## src/design/spq_pkg.sv

```systemverilog
package spq_pkg;

   localparam int DEPTH          = 64;
   localparam int PRIORITY_WIDTH = 16;
   localparam int PAYLOAD_WIDTH  = 64;
   localparam int COUNT_WIDTH    = $clog2(DEPTH + 1);
   localparam int CAP_WIDTH      = 7;
   localparam logic [CAP_WIDTH-1:0] CAP_RESET = CAP_WIDTH'(64);

   localparam logic OP_INSERT = 1'b0;
   localparam logic OP_SERVE  = 1'b1;

   localparam logic [1:0] ST_INSERTED = 2'd0;
   localparam logic [1:0] ST_FULL     = 2'd1;
   localparam logic [1:0] ST_SERVED   = 2'd2;
   localparam logic [1:0] ST_EMPTY    = 2'd3;

   typedef struct packed {
      logic                      opcode;
      logic [PRIORITY_WIDTH-1:0] priority_req;
      logic [PAYLOAD_WIDTH-1:0]  payload;
   } req_type;

   typedef struct packed {
      logic [1:0]                status;
      logic [PRIORITY_WIDTH-1:0] served_priority;
      logic [PAYLOAD_WIDTH-1:0]  served_payload;
      logic [COUNT_WIDTH-1:0]    count;
   } rsp_type;

   typedef struct packed {
      logic [PRIORITY_WIDTH-1:0] prio;
      logic [PAYLOAD_WIDTH-1:0]  payload;
   } entry_type;

   // broadcast to every cell
   typedef struct packed {
      logic      insert;
      logic      serve;
      entry_type new_entry;
   } cell_ctrl_type;

endpackage

```

## src/design/spq_cell.sv

```systemverilog
module spq_cell (
   input  logic                  clock,
   input  spq_pkg::cell_ctrl_type ctrl,
   input  logic                  occupied,
   input  logic                  prev_ge,
   input  spq_pkg::entry_type    prev_entry,
   input  spq_pkg::entry_type    next_entry,
   output logic                  ge,
   output spq_pkg::entry_type    entry
);
   import spq_pkg::*;

   entry_type entry_ff;
   entry_type entry_in;

   // stays in place when it outranks or ties the new entry
   assign ge    = occupied && (entry_ff.prio >= ctrl.new_entry.prio);
   assign entry = entry_ff;

   always_comb begin
      entry_in = entry_ff;
      if (ctrl.insert && !ge) begin
         entry_in = prev_ge ? ctrl.new_entry : prev_entry;
      end else if (ctrl.serve) begin
         entry_in = next_entry;
      end
   end

   always_ff @(posedge clock) begin
      entry_ff <= entry_in;
   end

endmodule

```

## config.mk

```make
export PLATFORM = sky130hd
export DESIGN_NAME = spq_cell
export DESIGN_NICKNAME = d
export VERILOG_FILES = /design/src/design/spq_pkg.sv /design/src/design/spq_cell.sv
export SDC_FILE = /design/constraint.sdc
export NUM_CORES = 1
export LEC_CHECK = 0
export ABC_AREA = 0
export BUFFER_PORTS_ARGS = -buffer_cell sky130_fd_sc_hd__buf_2
export CORE_AREA = 2 2 127 129
export CTS_BUF_LIST = sky130_fd_sc_hd__clkbuf_4 sky130_fd_sc_hd__clkbuf_8
export DETAILED_ROUTE_END_ITERATION = 7
export DIE_AREA = 0 0 129 131
export HOLD_SLACK_MARGIN = 0.12
export PLACE_DENSITY_LB_ADDON = 0.05
export SETUP_SLACK_MARGIN = 0.3
export SLEW_MARGIN = 25
export SYNTH_ARGS = -nofsm -noshare
export SYNTH_HDL_FRONTEND = slang
export SYNTH_SLANG_ARGS = --single-unit
```

## constraint.sdc

```tcl
create_clock -name clock -period 10.4 [get_ports clock]
set_clock_uncertainty 0.2 [all_clocks]
set_input_delay 0.52 -clock clock [delete_from_list [all_inputs] [get_ports clock]]
set_output_delay 0.52 -clock clock [all_outputs]
set_load 0.01 [all_outputs]
```

==> reports/qor.txt <==
max-cap violation count: 0
Placed Cells incl. Taps: 844
synthesis-stage register bit count: 80
count leader, synth: mux2_2
worst reg2reg setup slack: 6600 ps
Final Util: 0.438
register area share after synthesis: 0.497
ys flop type: edfxtp_1
Fin. Hold Viols: 0
DRT antenna net count: 0
Crit Path Max Fanout: 41
Setup Buffers After CTS: 0
CTS Buffer Depth: 2
Net Sw Power: 0.269 mW
1st-iter DRT viols: 85
crit path DAT: 3700 ps
area fraction in compound gates after synthesis: 0.0261
Crit path largest cell delay: 580 ps
critical path data required time: 10310 ps
CP endpoint kind: register
outcome: complete, no violations
cell row count: 46
Bufs and invs on worst path: 2
Synth Area in Adders: 0.0414
post_cts resized: 0
Mapped Nets: 578
power per cell area: 136 mW/mm^2
Final Max Slew Viols: 0
WP depth: 8
CTS Root Cell: clkbuf_8
startpoint types: register
Ports: 326
reg2reg path depth: 8
clock share of power: 0.220
Hold Path Class: input pin to register
end point of the critical path: entry[65]
Worst-Margin Slew: 616 ps
worst flop-to-flop path startpoint: entry[65]
Cell variety after synth: 24
top cells by area, synth: edfxtp_1 (50%), mux2_2 (35%), ha_1 (4.1%)
largest net degree at the start of global routing: 81
period utilization: 0.365
grt total ovfl: 0
nets: 901
share of power burned in registers: 0.470
GRT Overall Usage: 0.167
placed cell areas: 0.00664 mm^2
number of fillers in the final layout: 1548
XOR/XNOR Fraction of Synth Area: 0
Sw Ratio: 0.290
drt pass-1 iters: 4
Internal: 0.660 mW
CTS tree: done
HPWL Detailed: 11600 um
Post-Synth Simple-Gate Area: 0.0171
Post-Syn Instances: 317
Largest register FFs: 80
clk slew on worst S/H paths: 90 ps
Wirelength per Cell: 17.1 um
Yosys top cell by area: edfxtp_1
Synth top cells by count: mux2_2 (151), edfxtp_1 (80), inv_1 (17)
TNS Setup: 0 ps
Post-CTS Hold Fix Bufs: 0
Top delay family on crit path: buffers and inverters
relative max-transition margin: 0.590
vias in the first global route: 3919
top cell type's share of synthesized area: 0.497
post-synthesis mux area share: 0.380
Core Region: 0.0156 mm^2
global-route wire length before repair: 20900 um
Static Leak: 3.16 nW
largest family of logic cells by synthesized area: multiplexers
Pwr Total: 0.929 mW
layout cells sized above 1: 0.784
Port Buffers: 325
Setup CP Type: register to register
Die Y: 131 um
chip width: 129 um
critical path startpoint: entry[65]
non-filler cells, final: 865
# DRC: 0
crit path time final: 3800 ps
GPL Wtd Cong: 0.790
area grow syn2layout: 41.1%
H-tree Lvls: 3
Post-synth EDFFs: 80
CP max-delay cell: buf_4
Mapped Area: 0.00483 mm^2
Place WS: 6320 ps
Worst Hold Path Cells: 2
most frequent CP cell: buf_4
Max VDD drop: 0.0539 mV
Comb pwr share: 0.310
routed wire length: 14800 um
cts bufs inserted: 9
die area: 0.0169 mm^2
Via density: 4.47
Synth Warn #: 0
worst-skew pair later-pin latency: 370 ps
syn_area_per_cell: 15.3 um^2
Final Cell Area: 0.00682 mm^2
via count: 3863
crit-path cells: ha_1 -> nor2b_1 -> o211a_1 -> o311a_4 -> o41ai_4 -> buf_4 -> buf_4 -> mux2_2
CTS sink cnt: 80
RSZ-0062 raised after global routing: false
initial antenna violation count: 5
Synth async-reset ratio: 0
worst setup margin: 6600 ps
RR Endpoint: entry[65]
Final Setup Violations: 0
Hold WS: 248 ps
Fmax achieved: 263 MHz
starting density of the core: 0.310
## worst reg2reg max path: cells and delay by family (launching register included)
family,cells,cell delay [ps]
AND/OR/NAND/NOR,1,130
adder cells (fa/ha/maj),1,310
buffers and inverters,2,1150
AO/OA/AOI/OAI,3,920
flip-flops,1,410
multiplexers,1,440
## cells in the final DEF (no fill, tap or decap), drive strengths merged, types with 2 or more instances in the layout
master	count
and4	3
nand2	2
o21ai	3
mux2	160
clkbuf	10
a21oi	4
clkinv	4
inv	17
diode	5
edfxtp	80
buf	329
nor2b	2
nand2b	2
ha	16
## power groups by stage
| stage | Sequential (mW) | Combinational [mW] | Clock [mW] |
|---|---|---|---|
| floorplan | 0.474 | 0.142 | 0 |
| global placement | 0.443 | 0.291 | 0 |
| detailed placement | 0.445 | 0.293 | 0 |
| CTS | 0.438 | 0.295 | 0.215 |
| global route | 0.443 | 0.317 | 0.226 |
| finish | 0.437 | 0.288 | 0.204 |
## routing by layer
metal | up-vias | track usage | share of wire
met2 | 176 | 0.302 | 0.54
met5 | - | 0 | 0.0010
li1 | 1869 | - | -
met1 | 1786 | 0.173 | 0.35
met4 | 2 | 0.0850 | 0.028
met3 | 30 | 0.0578 | 0.081
## cells by family after synthesis
kind of cell    after synthesis
compound gates               14
simple gates                 13
buf+inv                      34
fa+ha+maj                    16
mux                         160
flops                        80
## area by class of cell
class / count / area, um^2 / share of cell area
clock buffers: 10 / 131 / 0.0193
multi-input cells: 203 / 2250 / 0.329
clock inverters: 5 / 25.0 / 0.00367
repair buffers: 329 / 1670 / 0.245
flip-flops and latches: 80 / 2400 / 0.352
inverters: 17 / 63.8 / 0.00935
well taps: 216 / 270 / 0.0396
diodes: 5 / 12.5 / 0.00183
## worst min-delay path by stage
stage / start / end / slack (ps)
after global placement: next_entry[49] / entry[49] / 620
after global routing: next_entry[78] / entry[78] / 220
final: next_entry[78] / entry[78] / 250
after floorplan: next_entry[70] / entry[70] / 540
after CTS: next_entry[78] / entry[78] / 210
after detailed placement: next_entry[30] / entry[30] / 620
No activity file was read; power rests on OpenSTA's default activity.
